**src/rtl/scf_pkg.sv**
```systemverilog
// Shared types and constants for the scroll follow controller.
// No dependencies; used by every module under rtl/.
`default_nettype none

package scf_pkg;

   localparam int POS_BITS_DEFAULT = 16;
   localparam int OFFSET_BITS      = 16;
   localparam int SPEED_BITS       = 5;
   localparam int WIDTH_BITS       = 11;
   localparam int THRESH_BITS      = 8;
   localparam int MAX_SPEED_BITS   = 4;
   localparam int PERIOD_BITS      = 4;
   localparam int CSR_INDEX_BITS   = 3;
   localparam int CSR_DATA_BITS    = 11;

   // Register indexes
   localparam logic [CSR_INDEX_BITS-1:0] CSR_SCREEN_WIDTH   = 3'd0;
   localparam logic [CSR_INDEX_BITS-1:0] CSR_FAST_THRESHOLD = 3'd1;
   localparam logic [CSR_INDEX_BITS-1:0] CSR_SLOW_THRESHOLD = 3'd2;
   localparam logic [CSR_INDEX_BITS-1:0] CSR_MAX_SPEED      = 3'd3;
   localparam logic [CSR_INDEX_BITS-1:0] CSR_UPDATE_PERIOD  = 3'd4;

   // Reset values
   localparam logic [WIDTH_BITS-1:0]     SCREEN_WIDTH_RST   = 11'd384;
   localparam logic [THRESH_BITS-1:0]    FAST_THRESHOLD_RST = 8'd16;
   localparam logic [THRESH_BITS-1:0]    SLOW_THRESHOLD_RST = 8'd8;
   localparam logic [MAX_SPEED_BITS-1:0] MAX_SPEED_RST      = 4'd3;
   localparam logic [PERIOD_BITS-1:0]    UPDATE_PERIOD_RST  = 4'd2;

   typedef struct packed {
      logic [WIDTH_BITS-1:0]     screen_width;
      logic [THRESH_BITS-1:0]    fast_threshold;
      logic [THRESH_BITS-1:0]    slow_threshold;
      logic [MAX_SPEED_BITS-1:0] max_speed;
      logic [PERIOD_BITS-1:0]    update_period;
   } cfg_type;

endpackage

`default_nettype wire

```
**src/rtl/scf_csr.sv**
```systemverilog
// Configuration register file of the scroll follow controller.
// Depends on scf_pkg for register indexes, reset values and cfg_type.
`default_nettype none

module scf_csr (
   input  wire                                   clock,
   input  wire                                   reset,
   input  wire                                   csr_valid,
   input  wire                                   csr_ready,
   input  wire  [scf_pkg::CSR_INDEX_BITS-1:0]    csr_index,
   input  wire  [scf_pkg::CSR_DATA_BITS-1:0]     csr_wdata,
   output scf_pkg::cfg_type                      cfg
);

   scf_pkg::cfg_type cfg_ff;

   always_ff @(posedge clock) begin
      if (reset) begin
         cfg_ff.screen_width   <= scf_pkg::SCREEN_WIDTH_RST;
         cfg_ff.fast_threshold <= scf_pkg::FAST_THRESHOLD_RST;
         cfg_ff.slow_threshold <= scf_pkg::SLOW_THRESHOLD_RST;
         cfg_ff.max_speed      <= scf_pkg::MAX_SPEED_RST;
         cfg_ff.update_period  <= scf_pkg::UPDATE_PERIOD_RST;
      end else if (csr_valid && csr_ready) begin
         unique case (csr_index)
            scf_pkg::CSR_SCREEN_WIDTH:
               cfg_ff.screen_width <= csr_wdata[scf_pkg::WIDTH_BITS-1:0];
            scf_pkg::CSR_FAST_THRESHOLD:
               cfg_ff.fast_threshold <= csr_wdata[scf_pkg::THRESH_BITS-1:0];
            scf_pkg::CSR_SLOW_THRESHOLD:
               cfg_ff.slow_threshold <= csr_wdata[scf_pkg::THRESH_BITS-1:0];
            scf_pkg::CSR_MAX_SPEED:
               cfg_ff.max_speed <= csr_wdata[scf_pkg::MAX_SPEED_BITS-1:0];
            scf_pkg::CSR_UPDATE_PERIOD:
               cfg_ff.update_period <= csr_wdata[scf_pkg::PERIOD_BITS-1:0];
            default: ;
         endcase
      end
   end

   assign cfg = cfg_ff;

endmodule

`default_nettype wire

```
**src/rtl/scf_core.sv**
```systemverilog
// Per-tick state update: divider, target, edge handling, speed ramp, offset.
// Depends on scf_pkg; state registers double as the result register.
`default_nettype none

module scf_core #(
   parameter int POS_BITS = scf_pkg::POS_BITS_DEFAULT
) (
   input  wire                                    clock,
   input  wire                                    reset,
   input  wire                                    step,
   input  wire  signed [POS_BITS-1:0]             pos_a,
   input  wire  signed [POS_BITS-1:0]             pos_b,
   input  wire  scf_pkg::cfg_type                 cfg,
   output logic signed [scf_pkg::OFFSET_BITS-1:0] view_offset,
   output logic signed [scf_pkg::SPEED_BITS-1:0]  view_speed
);

   localparam int OB = scf_pkg::OFFSET_BITS;
   localparam int SB = scf_pkg::SPEED_BITS;
   localparam int WB = scf_pkg::WIDTH_BITS;
   localparam int TB = scf_pkg::THRESH_BITS;
   localparam int MB = scf_pkg::MAX_SPEED_BITS;
   localparam int PB = scf_pkg::PERIOD_BITS;
   // wide enough for target, offset and screen width with headroom
   localparam int EW = ((POS_BITS > OB) ? POS_BITS : OB) + 3;

   logic signed [OB-1:0]       offset_ff, offset_in;
   logic signed [SB-1:0]       speed_ff, speed_in;
   logic [PB-1:0]              tick_ff, tick_in;
   logic signed [POS_BITS-1:0] target_ff, target_in;
   logic                       hyst_ff, hyst_in;

   logic signed [POS_BITS:0]   pos_sum;
   logic signed [EW-1:0]       target_x, center_x, width_x, offset_x, thresh_x;
   logic signed [EW-1:0]       rel_x, err_x;
   logic signed [SB:0]         speed_x, max_x;
   logic signed [OB-1:0]       offset_adj;
   logic                       do_update;

   always_comb begin
      // floor of the midpoint equals min + (|a - b| >> 1)
      pos_sum   = {pos_a[POS_BITS-1], pos_a} + {pos_b[POS_BITS-1], pos_b};
      target_in = target_ff;
      do_update = (tick_ff >= cfg.update_period);
      if (do_update && (pos_a != pos_b)) begin
         target_in = pos_sum[POS_BITS:1];
      end

      target_x = {{(EW-POS_BITS){target_in[POS_BITS-1]}}, target_in};
      center_x = {{(EW-WB+1){1'b0}}, cfg.screen_width[WB-1:1]};
      width_x  = {{(EW-WB){1'b0}}, cfg.screen_width};
      offset_x = {{(EW-OB){offset_ff[OB-1]}}, offset_ff};
      thresh_x = {{(EW-TB){1'b0}},
                  (hyst_ff ? cfg.slow_threshold : cfg.fast_threshold)};
      rel_x    = target_x - center_x;
      err_x    = rel_x + offset_x;
      speed_x  = {speed_ff[SB-1], speed_ff};
      max_x    = {{(SB+1-MB){1'b0}}, cfg.max_speed};

      tick_in    = do_update ? '0 : tick_ff + {{(PB-1){1'b0}}, 1'b1};
      speed_in   = speed_ff;
      hyst_in    = hyst_ff;
      offset_adj = offset_ff;

      if (do_update) begin
         if (rel_x < 0) begin
            // past the left edge
            speed_in = '0;
            if (offset_ff < -16'sd1) offset_adj = offset_ff + 16'sd1;
         end else if (rel_x >= width_x) begin
            // past the right edge
            speed_in = '0;
            if (offset_x > (EW'(1) - width_x)) offset_adj = offset_ff - 16'sd1;
         end else if (err_x < -thresh_x) begin
            hyst_in = 1'b1;
            if (speed_x < 0 || speed_x < max_x) speed_in = speed_ff + 5'sd1;
         end else if (err_x > thresh_x) begin
            hyst_in = 1'b1;
            if (speed_x > 0 || speed_x > -max_x) speed_in = speed_ff - 5'sd1;
         end else begin
            hyst_in = 1'b0;
            if (speed_ff > 0)       speed_in   = speed_ff - 5'sd1;
            else if (speed_ff < 0)  speed_in   = speed_ff + 5'sd1;
            else if (err_x > 0)     offset_adj = offset_ff - 16'sd1;
            else if (err_x < 0)     offset_adj = offset_ff + 16'sd1;
         end
      end

      offset_in = offset_adj + {{(OB-SB){speed_in[SB-1]}}, speed_in};
   end

   always_ff @(posedge clock) begin
      if (reset) begin
         offset_ff <= '0;
         speed_ff  <= '0;
         tick_ff   <= '0;
         target_ff <= '0;
         hyst_ff   <= 1'b0;
      end else if (step) begin
         offset_ff <= offset_in;
         speed_ff  <= speed_in;
         tick_ff   <= tick_in;
         target_ff <= target_in;
         hyst_ff   <= hyst_in;
      end
   end

   assign view_offset = offset_ff;
   assign view_speed  = speed_ff;

endmodule

`default_nettype wire

```
**src/rtl/scroll_follow_controller_core.sv**
```systemverilog
// Scroll follow controller: one result per accepted position pair.
// Request transfer loads the input register; the state/result register loads from it
// when the result stage advances. Throughput: one transfer per cycle while rsp_stall is
// low; the update between the registers is combinational. Synchronous active-high reset
// returns configuration to defaults, clears offset, speed, divider, target and
// hysteresis, and empties both stages. Depends on scf_pkg, scf_csr, scf_core.
`default_nettype none

module scroll_follow_controller_core #(
   parameter int POS_BITS = scf_pkg::POS_BITS_DEFAULT
) (
   input  wire                                     clock,
   input  wire                                     reset,
   input  wire                                     req_valid,
   output logic                                    req_stall,
   input  wire  signed [POS_BITS-1:0]              req_first_position,
   input  wire  signed [POS_BITS-1:0]              req_second_position,
   output logic                                    rsp_valid,
   input  wire                                     rsp_stall,
   output logic signed [scf_pkg::OFFSET_BITS-1:0]  rsp_view_offset,
   output logic signed [scf_pkg::SPEED_BITS-1:0]   rsp_view_speed,
   input  wire                                     csr_valid,
   output logic                                    csr_ready,
   input  wire  [scf_pkg::CSR_INDEX_BITS-1:0]      csr_index,
   input  wire  [scf_pkg::CSR_DATA_BITS-1:0]       csr_wdata
);

   scf_pkg::cfg_type           cfg;
   logic                       in_valid_ff;
   logic signed [POS_BITS-1:0] pos_a_ff, pos_b_ff;
   logic                       rsp_valid_ff;
   logic                       advance, step;

   assign csr_ready = 1'b1;

   // the result stage frees up when empty or when its transfer completes
   assign advance   = !rsp_valid_ff || !rsp_stall;
   assign step      = in_valid_ff && advance;
   assign req_stall = in_valid_ff && !advance;

   always_ff @(posedge clock) begin
      if (reset) begin
         in_valid_ff  <= 1'b0;
         rsp_valid_ff <= 1'b0;
      end else begin
         if (!req_stall) in_valid_ff <= req_valid;
         if (advance)    rsp_valid_ff <= in_valid_ff;
      end
   end

   always_ff @(posedge clock) begin
      if (req_valid && !req_stall) begin
         pos_a_ff <= req_first_position;
         pos_b_ff <= req_second_position;
      end
   end

   scf_csr u_csr (
      .clock     (clock),
      .reset     (reset),
      .csr_valid (csr_valid),
      .csr_ready (csr_ready),
      .csr_index (csr_index),
      .csr_wdata (csr_wdata),
      .cfg       (cfg)
   );

   scf_core #(
      .POS_BITS (POS_BITS)
   ) u_core (
      .clock       (clock),
      .reset       (reset),
      .step        (step),
      .pos_a       (pos_a_ff),
      .pos_b       (pos_b_ff),
      .cfg         (cfg),
      .view_offset (rsp_view_offset),
      .view_speed  (rsp_view_speed)
   );

   assign rsp_valid = rsp_valid_ff;

endmodule

`default_nettype wire
```
**config.mk**
```make
export PLATFORM = sky130hd
export DESIGN_NAME = scroll_follow_controller_core
export DESIGN_NICKNAME = d
export VERILOG_FILES = /design/src/rtl/scf_pkg.sv /design/src/rtl/scf_csr.sv /design/src/rtl/scf_core.sv /design/src/rtl/scroll_follow_controller_core.sv
export SDC_FILE = /design/constraint.sdc
export NUM_CORES = 1
export LEC_CHECK = 0
export BUFFER_PORTS_ARGS = -buffer_cell sky130_fd_sc_hd__buf_2
export CAP_MARGIN = 10
export CORE_ASPECT_RATIO = 1.75
export CORE_MARGIN = 10
export CORE_UTILIZATION = 30
export CTS_CLUSTER_DIAMETER = 120
export CTS_CLUSTER_SIZE = 28
export DETAILED_ROUTE_END_ITERATION = 10
export PLACE_DENSITY = 0.42
export SYNTH_ARGS = -nofsm -noshare
export SYNTH_HDL_FRONTEND = slang
export SYNTH_SLANG_ARGS = --single-unit
```
**constraint.sdc**
```tcl
create_clock -name clock -period 12 [get_ports clock]
set_clock_uncertainty 0.1 [all_clocks]
set_input_delay 1.2 -clock clock [delete_from_list [all_inputs] [get_ports clock]]
set_output_delay 1.2 -clock clock [all_outputs]
set_load 0.05 [all_outputs]
```
Yosys cells after proc, flatten, opt, wreduce, memory -nomap -nowiden
Cells that the tools add are included.
{ "op_classes": {"addsub": 12, "n_mul": 0, "div_mod_pow": 0, "magnitude_cmp": 13, "n_eq_ne": 5, "n_shift": 0, "n_mux": 25, "bitwise_logic": 2, "n_reduce_logical": 18} }
{ "ops": {"columns": ["op", "count"], "rows": [
  ["2-to-1 mux 16 bit", 12],
  ["2-to-1 mux 5 bit", 9],
  ["> comparator 19 x 1 -> 1 bit (second input constant)", 1],
  ["> comparator 19 x 9 -> 1 bit", 1],
  ["less-than comparator 19 x 1 -> 1 bit (second input constant)", 1],
  ["less-than comparator 19 bit", 1],
  ["negation 8 -> 19 bit", 1],
  ["adder 17 x 16 -> 18 bit", 1],
  ["adder 16 x 16 -> 17 bit", 1],
  [">= comparator 17 x 12 -> 1 bit", 1],
  ["less-than comparator 17 x 1 -> 1 bit (second input constant)", 1],
  ["subtractor 16 x 11 -> 17 bit", 1],
  ["adder 16 bit", 1],
  ["adder 16 x 2 -> 16 bit (second input constant)", 1],
  ["> comparator 16 x 12 -> 1 bit", 1],
  ["less-than comparator 16 x 1 -> 1 bit (second input constant)", 1],
  ["inequality test 16 bit", 1],
  ["subtractor 16 x 2 -> 16 bit (second input constant)", 1],
  ["subtractor 1 x 11 -> 12 bit (first input constant)", 1],
  ["AND reduction 2 bit", 5],
  ["2-to-1 mux 8 bit", 1],
  ["equality test 3 x 2 -> 1 bit (second input constant)", 2],
  ["> comparator 5 x 6 -> 1 bit", 1],
  ["negation 4 -> 6 bit", 1],
  ["other kinds (17)", 27]
]} }
{ "totals": {"ff_bits": 111, "latch_bits": 0, "mem_bits_rw": 0, "mem_bits_ro": 0, "in_bits": 51, "out_inout_bits": 24, "wordCells": 89, "n_memories": 0} }

Depth between registers and ports, before layout
Gate-level depths: netlist of the first run.
{ "depth": {"word_depth": 16, "depth_mapped": 56, "mapped_depth_nobuf": 55} }

Hierarchy
From an unflattened synthesis of the first run, not the netlist that was laid out.
{ "unflattened": {"hier_cells": 1432, "hier_area_um2": 11511.0} }
{ "by_module_without_submodules": {"columns": ["module", "instances", "cells_per_inst", "area_each_um2", "seq_area_each_um2"], "rows": [
  ["scf_core", 1, 1251, 8989.9, 840.8],
  ["scf_csr", 1, 137, 1462.7, 700.7],
  ["scroll_follow_controller_core", 1, 44, 1058.5, 1001.0]
]} }

Worst setup path before layout of the first run
OpenSTA, ideal clock, no wires.
{ "synth_timing": {"path_type": "register to register", "startpoint": "register u_core.tick_ff[0]", "endpoint": "register u_core.offset_ff[15], in the netlist u_core.view_offset[15]", "setup_time_ns": 0.086, "t_arrival_ns": 10.521, "t_required_ns": 11.814, "slack_ns": 1.293, "path_stages_with_launch": 53, "n_path_buf": 5, "period_less_slack_ns": 10.707, "cell_sequence": "dfxtp_1 inv_1 ha_1 nand2b_1 a2111oi_1 or3_1 buf_2 clkbuf_1 clkbuf_1 nand2_1 nand2_1 ha_1 o21a_1 o31ai_1 a21oi_1 o21ai_0 nand2b_1 a21o_1 [... 17 more ...] o21ai_0 a22o_1 clkbuf_1 o21ai_0 o31ai_1 ha_1 or2_2 a21oi_1 a31oi_1 nand4_1 a31oi_1 a31oi_1 o21a_1 and2_1 a221o_1 a211oi_1 a2111oi_2 a211oi_1"} }
{ "synth_between": {"word_cells_on_any_way": 26, "classes_between": "add/sub: 3; order compare: 7; mux: 15; reduce/logical: 1"} }
{ "synth_lines": {"columns": ["item", "line_no", "text"], "rows": [
  ["from (decl)", "scf_core.sv:29", "logic [PB-1:0] tick_ff, tick_in;"],
  ["from (signal assigned)", "scf_core.sv:102", "tick_ff <= tick_in;"],
  [">= comparator 4 bit (*)", "scf_core.sv:44", "do_update = (tick_ff >= cfg.update_period);"],
  ["logical AND 1 bit (*)", "scf_core.sv:45", "if (do_update && (pos_a != pos_b)) begin"],
  ["2-to-1 mux 16 bit (*)", "scf_core.sv:45", null],
  ["via u_core.target_in[2]", "scf_core.sv:30", "logic signed [POS_BITS-1:0] target_ff, target_in;"],
  ["subtractor 16 x 11 -> 17 bit (*)", "scf_core.sv:55", "rel_x = target_x - center_x;"],
  ["adder 17 x 16 -> 18 bit", "scf_core.sv:56", "err_x = rel_x + offset_x;"],
  ["> comparator 19 x 9 -> 1 bit", "scf_core.sv:77", "end else if (err_x > thresh_x) begin"],
  ["2-to-1 mux 5 bit", "scf_core.sv:77", null],
  ["2-to-1 mux 5 bit", "scf_core.sv:74", "end else if (err_x < -thresh_x) begin"],
  ["2-to-1 mux 5 bit", "scf_core.sv:70", "end else if (rel_x >= width_x) begin"],
  ["2-to-1 mux 5 bit (*)", "scf_core.sv:66", "if (rel_x < 0) begin"],
  ["2-to-1 mux 5 bit (*)", "scf_core.sv:65", "if (do_update) begin"],
  ["via u_core.speed_in[4]", "scf_core.sv:28", "logic signed [SB-1:0] speed_ff, speed_in;"],
  ["adder 16 bit (*)", "scf_core.sv:89", "offset_in = offset_adj + {{(OB-SB){speed_in[SB-1]}}, speed_in};"],
  ["to (signal assigned)", "scf_core.sv:100", "offset_ff <= offset_in;"],
  ["to (decl)", "scf_core.sv:27", "logic signed [OB-1:0] offset_ff, offset_in;"]
]} }
Mark *: on every way through the listed nets, which the timed path passes. The rest lies on a longest branch.
A chain may end at the register's enable or synchronous reset.

Final worst setup path of the first run
{ "layout_timing": {"startpoint": "register u_core.tick_ff[0]", "endpoint": "register u_core.offset_ff[15], in the netlist u_core.view_offset[15]"} }
{ "layout_between": {"elab_chain_len": 16, "word_cells_on_any_way": 26, "classes_between": "add/sub: 3; order compare: 7; mux: 15; reduce/logical: 1"} }
{ "layout_rtl": {"columns": ["item", "line_no", "text"], "rows": [
  [">= comparator 4 bit (*)", "scf_core.sv:44", null],
  ["logical AND 1 bit", "scf_core.sv:45", null],
  ["2-to-1 mux 16 bit", "scf_core.sv:45", null],
  ["subtractor 16 x 11 -> 17 bit", "scf_core.sv:55", null],
  ["adder 17 x 16 -> 18 bit", "scf_core.sv:56", null],
  ["less-than comparator 19 x 1 -> 1 bit", "scf_core.sv:85", "else if (err_x < 0) offset_adj = offset_ff + 16'sd1;"],
  ["2-to-1 mux 16 bit", "scf_core.sv:85", null],
  ["2-to-1 mux 16 bit", "scf_core.sv:84", "else if (err_x > 0) offset_adj = offset_ff - 16'sd1;"],
  ["2-to-1 mux 16 bit", "scf_core.sv:83", "else if (speed_ff < 0) speed_in = speed_ff + 5'sd1;"],
  ["2-to-1 mux 16 bit", "scf_core.sv:82", "if (speed_ff > 0) speed_in = speed_ff - 5'sd1;"],
  ["2-to-1 mux 16 bit", "scf_core.sv:77", null],
  ["2-to-1 mux 16 bit", "scf_core.sv:74", null],
  ["2-to-1 mux 16 bit", "scf_core.sv:70", null],
  ["2-to-1 mux 16 bit", "scf_core.sv:66", null],
  ["2-to-1 mux 16 bit", "scf_core.sv:65", null],
  ["adder 16 bit (*)", "scf_core.sv:89", null]
]} }
Mark *: on every way between the ends. The rest lies on a longest branch, timed or not.

==> summary.md, run 1 <==
| Metric | Value |
|---|---|
| Max FO, Critical Path | `9` |
| Die Y-Extent | `275 um` |
| Nature of the critical path startpoint | `flop` |
| Diode count | `0` |
| H-tree Lvls | `3` |
| TNS Setup | `0 ps` |
| Post-synthesis async set-or-reset flop share | `0%` |
| Worst path slowest cell | `nor4b_1` |
| Starting Density | `30.3%` |
| CP Capture Type | `flop` |
| Max-Cap Viols | `0` |
| Postcts setup bufs | `0` |
| Routability congestion estimate from global placement | `0.879` |
| Nets | `1700` |
| CTS buffer count | `9` |
| CP bufs+invs | `4` |
| Core area | `36700 um2` |
| Post-DRT Antenna Nets | `0` |
| Cell taking the most area after synthesis | `ha_1` |
| Peak Freq | `0.0923 GHz` |
| Worst Path Required | `12220 ps` |
| Total Routing Usage GR | `17.5%` |
| Crit Path Category | `flop to flop` |
| Number of synthesized register bits | `111` |
| Min Tclk post-route | `10840 ps` |
| Post-synth top area share | `15.1%` |
| Final setup viols | `0` |
| Synth Cell Area | `11100 um2` |
| DRT iter0 DRCs | `461` |
| Count leader, synth | `nand2_1` |
| Worst vdd ir | `0.0877 mV` |
| Num ports | `75` |
| FP Rows | `93` |
| Setup slack after layout | `1160 ps` |
| Slew HR | `43.2%` |
| Global route total overflow | `0` |
| Post-route clock period utilization | `90.3%` |
| Vias per cell | `5.49` |
| Design Area, Final | `12300 um2` |
| P_leak | `5.23 nW` |
| CTS Root Cell | `clkbuf_16` |
| Initial DRT Pass Iterations | `5` |
| Placed Area | `12000 um2` |
| CTS tree | `built` |
| Pre-CTS setup slack | `669 ps` |
| Clk slew on worst S/H paths | `80 ps` |
| Syn nets | `1658` |
| Antenna violations before repair | `0` |
| Most frequent CP cell | `ha_1` |
| Routed WL | `39.9 mm` |
| Syn. warnings | `0` |
| Clock tree buffer depth | `2` |
| Fillers | `3970` |
| Vias | `10925` |
| Top post-synthesis cells by area | `ha_1, dfxtp_1, edfxtp_1, a21oi_1, nand2_1` |
| Synth Flop Type | `dfxtp_1` |
| # port buffers | `73` |
| Commonest cells in the netlist | `nand2_1, a21oi_1, ha_1` |
| Area Growth Syn to Fin | `11.1%` |
| DIE AREA | `45400 um2` |
| Layout cells sized above 1 | `9.96%` |
| Hold Path Class | `flop to flop` |
| Die W | `165 um` |
| Global-route wire length before repair | `61.3 mm` |
| Critical Path AT | `11060 ps` |
| Status | `complete, no violations` |
| RSZ-0062 raised after global routing | `no` |
| Vias in the first global route | `11127` |
| Routed WL per cell | `20.0 um` |
| Num Clock Sinks | `111` |
| Slew @ Worst Pin | `850 ps` |
| Pwr per Cell Area | `116 nW/um2` |
| Syn_area_per_cell | `7.56 um2` |
| CP top delay family | `compound AO/OA/AOI/OAI gates` |
| DRC Markers | `0` |
| Post-synthesis sequential area ratio | `22.9%` |
| Final HPWL from detailed placement | `32.0 mm` |
| Hold Violations, Final | `0` |
| Slew Viols, Final | `0` |
| Netlist cell types | `78` |
| Pin count of the biggest net entering global routing | `44` |
| Slowest stage delay, CP | `500 ps` |
| EDFF count, synth | `32` |
| Clk_lat worst skew | `400 ps` |
| Post-Syn Instances | `1469` |
==> through the flow <==
step	hold WS, ps	util, %	instances	power (W)
final	360	33.7	1991	0.00143
after global routing	381	33.7	1991	0.00154
after CTS	359	33.5	1991	0.00144
after detailed placement	347	32.8	1975	0.00112
after global placement	342	32.8	1975	0.00113
after floorplan	336	-	1469	0.000901
==> final cells by class <==
class	count	area [um2]	area share, %
multi-input cells	1217	8080	65.5
flip-flops and latches	111	2540	20.6
well taps	475	594	4.82
repair buffers	101	576	4.66
inverters	71	267	2.16
clock buffers	11	236	1.92
clock inverters	5	43.8	0.355
==> placed cells by master, fill, tap and decap left out, types with 7 or more instances in the layout <==
cell type	instances
nor2_1	127
a21oi_1	141
nand3_1	49
a211oi_1	24
o21a_1	17
clkbuf_16	9
or3_1	14
edfxtp_1	32
buf_2	73
xnor2_1	45
a221oi_1	8
o21ai_0	74
buf_4	28
inv_1	70
nand2_1	177
ha_1	134
dfxtp_1	79
o311ai_0	7
nand4_1	17
a21o_1	25
and2_1	11
nor4_1	13
xor2_1	26
o31ai_1	9
nand2b_1	16
or3_4	7
a31oi_1	15
or2_2	12
a22oi_1	9
o211ai_1	21
and3_1	21
mux2i_1	21
nor3_1	47
nor2b_1	16
==> state kept, by name (all words and copies together) (netlist names) <==
name	flops
u_core.hyst_ff	1
u_core.view_speed	5
u_csr.cfg	35
u_core.tick_ff	4
u_core.target_ff	16
in_valid_ff	1
pos_b_ff	16
rsp_valid	1
pos_a_ff	16
u_core.view_offset	16
==> per-layer routing <==
metal / share of wire [%] / wire length [um] / up-vias / track usage [%]
met1: 36 / 14200 / 5164 / 16.6
met2: 56 / 22500 / 222 / 34.6
li1: - / - / 5458 / -
met3: 2.4 / 967 / 81 / 1.54
met5: 0 / 0 / - / 0
met4: 5.5 / 2220 / 0 / 10.3
==> tightest hold or removal path: stages (launching register included) <==
cell     delay [ps]
dfxtp_1         310
nand2_1          50
a21oi_1          50
==> kinds of logic (layout without fill, tap and decap cells) <==
logic type                 Yosys count  in the layout  share of synthesized area, %
and+or+nand+nor                    559            559                          24.2
other                                1              1                        0.0338
xor gates and xnor gates            71             71                          5.60
buffers and inverters              141            188                          4.92
muxes                               21             21                          1.89
adders and majority gates          138            138                          15.8
DFF                                111            111                          22.9
AOI/OAI and AO/OA                  427            427                          24.6
==> final timing paths <==
| check | cells past startpoint | endpoint | from | slack (ps) |
|---|---|---|---|---|
| worst max-delay path | 49 | u_core.view_offset[15]$_SDFFE_PP0P_ | u_core.tick_ff[0]$_SDFFE_PP0P_ | 1160 |
| worst min-delay path | 2 | u_core.target_ff[7]$_SDFFE_PP0P_ | u_core.target_ff[7]$_SDFFE_PP0P_ | 360 |
| worst max register to register | 49 | u_core.view_offset[15]$_SDFFE_PP0P_ | u_core.tick_ff[0]$_SDFFE_PP0P_ | 1160 |
| worst min register to register | 2 | u_core.target_ff[7]$_SDFFE_PP0P_ | u_core.target_ff[7]$_SDFFE_PP0P_ | 360 |
==> what timing repair did <==
item	4_1_cts	5_1_grt
endpoints found under the setup margin	0	4
resized for setup	0	12
hold endpoints to repair	0	0
hold buffers	0	0
==> report_power, final <==
| group | switching (W) | internal [W] | total [W] |
|---|---|---|---|
| Sequential | 0.0000114 | 0.000400 | 0.000411 |
| Combinational | 0.000447 | 0.000264 | 0.000711 |
| Clock | 0.000165 | 0.000146 | 0.000311 |
| Total | 0.000623 | 0.000810 | 0.00143 |
(Power assumes the default switching activity.)
==> inputs of run 2 (changes only) <==
CTS_BUF_LIST = sky130_fd_sc_hd__clkbuf_4 sky130_fd_sc_hd__clkbuf_8   (was default)
==> summary.md, run 2 (same netlist as run 1, synthesis figures left out) <==
| Metric | Value |
|---|---|
| Postcts setup bufs | `0 (unchanged)` |
| CTS Root Cell | `clkbuf_8` |
| Vias | `10889 (-0.33%)` |
| Critical Path AT | `11110 ps (+50 ps)` |
| Layout cells sized above 1 | `10.0% (+0.066 points)` |
| Num Clock Sinks | `111 (unchanged)` |
| Worst Hold End | `u_core.target_ff[7]$_SDFFE_PP0P_` |
| Design Area, Final | `12200 um2 (-0.77%)` |
| Slack of the worst reg-to-reg path | `1170 ps (about the same)` |
| Hold Path Class | `flop to flop` |
| Vias per cell | `5.47 (-0.38%)` |
| Slew Viols, Final | `0 (unchanged)` |
| Routability congestion estimate from global placement | `0.879 (unchanged)` |
| Hold path startpoint | `u_core.target_ff[7]$_SDFFE_PP0P_` |
| Core area | `36700 um2 (unchanged)` |
| Area Growth Syn to Fin | `10.2%` |
| Depth of the worst register-to-register path | `49 (unchanged)` |
| Worst path slowest cell | `nor4b_1` |
| Min Tclk post-route | `10830 ps (-9.94 ps)` |
| CP top delay family | `compound AO/OA/AOI/OAI gates` |
| Routed WL per cell | `20.0 um (about the same)` |
| Hold depth | `2 (unchanged)` |
| RSZ-0062 raised after global routing | `no` |
| Pwr per Cell Area | `111 nW/um2 (-4.3%)` |
| Slowest stage delay, CP | `480 ps (-20 ps)` |
| Fin cells | `1992 (+0.050%)` |
| Peak Freq | `0.0923 GHz (about the same)` |
| Reg2reg start | `u_core.tick_ff[0]$_SDFFE_PP0P_` |
| Post-CTS Hold Buffers | `0 (unchanged)` |
| Status | `complete, no violations` |
| Final setup viols | `0 (unchanged)` |
| Clock tree buffer depth | `2 (unchanged)` |
| Metal3 WL | `1.03 mm (+6.6%)` |
| Post-route clock period utilization | `90.2% (about the same)` |
| Num ports | `75 (unchanged)` |
| Global route total overflow | `0 (unchanged)` |
| CP Capture Type | `flop` |
| CTS tree | `built` |
| Reg2reg end | `u_core.view_offset[15]$_SDFFE_PP0P_` |
| Nature of the critical path startpoint | `flop` |
| CTS buffer count | `9 (unchanged)` |
| Most frequent cells in the layout | `nand2_1, a21oi_1, ha_1, nor2_1, dfxtp_1` |
| CP bufs+invs | `4 (unchanged)` |
| # port buffers | `73 (unchanged)` |
| Cells after DPL | `1975 (unchanged)` |
| Die Y-Extent | `275 um (unchanged)` |
| Clk slew on worst S/H paths | `120 ps (+40 ps)` |
| Initial DRT Pass Iterations | `6 (+1)` |
| Post-DRT Antenna Nets | `0 (unchanged)` |
| Routed WL | `39.9 mm (unchanged)` |
| Nets | `1700 (unchanged)` |
| DRT iter0 DRCs | `441 (-4.3%)` |
| DRT met1 WL | `14.1 mm (-0.49%)` |
| Hold Violations, Final | `0 (unchanged)` |
| Placed Area | `12000 um2 (unchanged)` |
| Crit Path Category | `flop to flop` |
| Pin count of the biggest net entering global routing | `44 (unchanged)` |
| DIE AREA | `45400 um2 (unchanged)` |
| H-tree Lvls | `3 (unchanged)` |
| Most frequent CP cell | `ha_1` |
| Worst vdd ir | `0.0834 mV (-4.9%)` |
| Slew @ Worst Pin | `852 ps (+1.58 ps)` |
| FP Rows | `93 (unchanged)` |
| Vias in the first global route | `11130 (+0.027%)` |
| Slew HR | `43.1% (-0.11 points)` |
| Final HPWL from detailed placement | `32.0 mm (unchanged)` |
| Antenna violations before repair | `1 (+1)` |
| Clk_lat worst skew | `450 ps (+50 ps)` |
| Core Util, Final | `33.4% (-0.26 points)` |
| Global-route wire length before repair | `61.3 mm (unchanged)` |
| Max layer used | `met4` |
| Starting Density | `30.3% (unchanged)` |
| DRC Markers | `0 (unchanged)` |
| Max FO, Critical Path | `9 (unchanged)` |
| Max reg flops | `35 (unchanged)` |
| Resized Gates After CTS | `0 (unchanged)` |
| Worst Path Required | `12280 ps (+60 ps)` |
| TNS Setup | `0 ps (unchanged)` |
| Most common cell after layout, fill and taps aside | `nand2_1` |
| Die W | `165 um (unchanged)` |
| Metal2 WL | `22.5 mm (-0.16%)` |
| Total Routing Usage GR | `17.5% (-0.022 points)` |
| P_leak | `5.19 nW (-0.82%)` |
| Max-Cap Viols | `0 (unchanged)` |
| Total power | `0.00136 W (-5.0%)` |
==> run 2: cell types whose count changed in the layout (fill, tap and decap cells not counted), sizes merged <==
cell,before,now
diode,0,1
==> run 2: layout make-up <==
cell class | instances | area (um2)
Multi-Input combinational cell | 1217 | 8080
Fill cell | 3977 | 24400
Antenna cell | 1 | 2.50
Clock inverter | 5 | 43.8
Tap cell | 475 | 594
Timing Repair Buffer | 101 | 576
Inverter | 71 | 267
Sequential cell | 111 | 2540
Clock buffer | 11 | 139
==> run 2: worst min-delay path, cell delays in order, from the launching register on <==
cell and delay [ps]:
dfxtp_1 330, nand2_1 50, a21oi_1 50
==> run 2: where the power goes <==
group          internal (W)  total (W)  switching [W]
combinational      0.000264   0.000711       0.000446
sequential         0.000400   0.000411      0.0000115
clock             0.0000826   0.000239       0.000156
==> run 2: how the worst max path moves through the flow <==
stage	depth (start not counted)	endpoint	slack [ps]	from
after floorplan	52	u_core.view_offset[15]$_SDFFE_PP0P_	1290	u_core.tick_ff[0]$_SDFFE_PP0P_
after global placement	50	u_core.view_offset[14]$_SDFFE_PP0P_	830	u_core.tick_ff[0]$_SDFFE_PP0P_
after detailed placement	48	u_core.view_offset[15]$_SDFFE_PP0P_	670	u_core.tick_ff[0]$_SDFFE_PP0P_
after CTS	50	u_core.view_offset[15]$_SDFFE_PP0P_	610	u_core.tick_ff[0]$_SDFFE_PP0P_
after global routing	51	u_core.view_offset[14]$_SDFFE_PP0P_	100	u_core.tick_ff[0]$_SDFFE_PP0P_
final	49	u_core.view_offset[15]$_SDFFE_PP0P_	1170	u_core.tick_ff[0]$_SDFFE_PP0P_
==> run 2: layer usage <==
layer	up-vias	track usage [%]
li1	5458	-
met1	5128	16.5
met2	220	34.6
met3	83	1.62
met4	0	10.3
met5	-	0
==> run 2: per-stage QoR <==
step / setup slack, ps / hold slack [ps]
floorplan: 1290 / 336
global route: 95.8 / 387
detailed placement: 669 / 347
global placement: 834 / 342
CTS: 614 / 365
finish: 1170 / 364
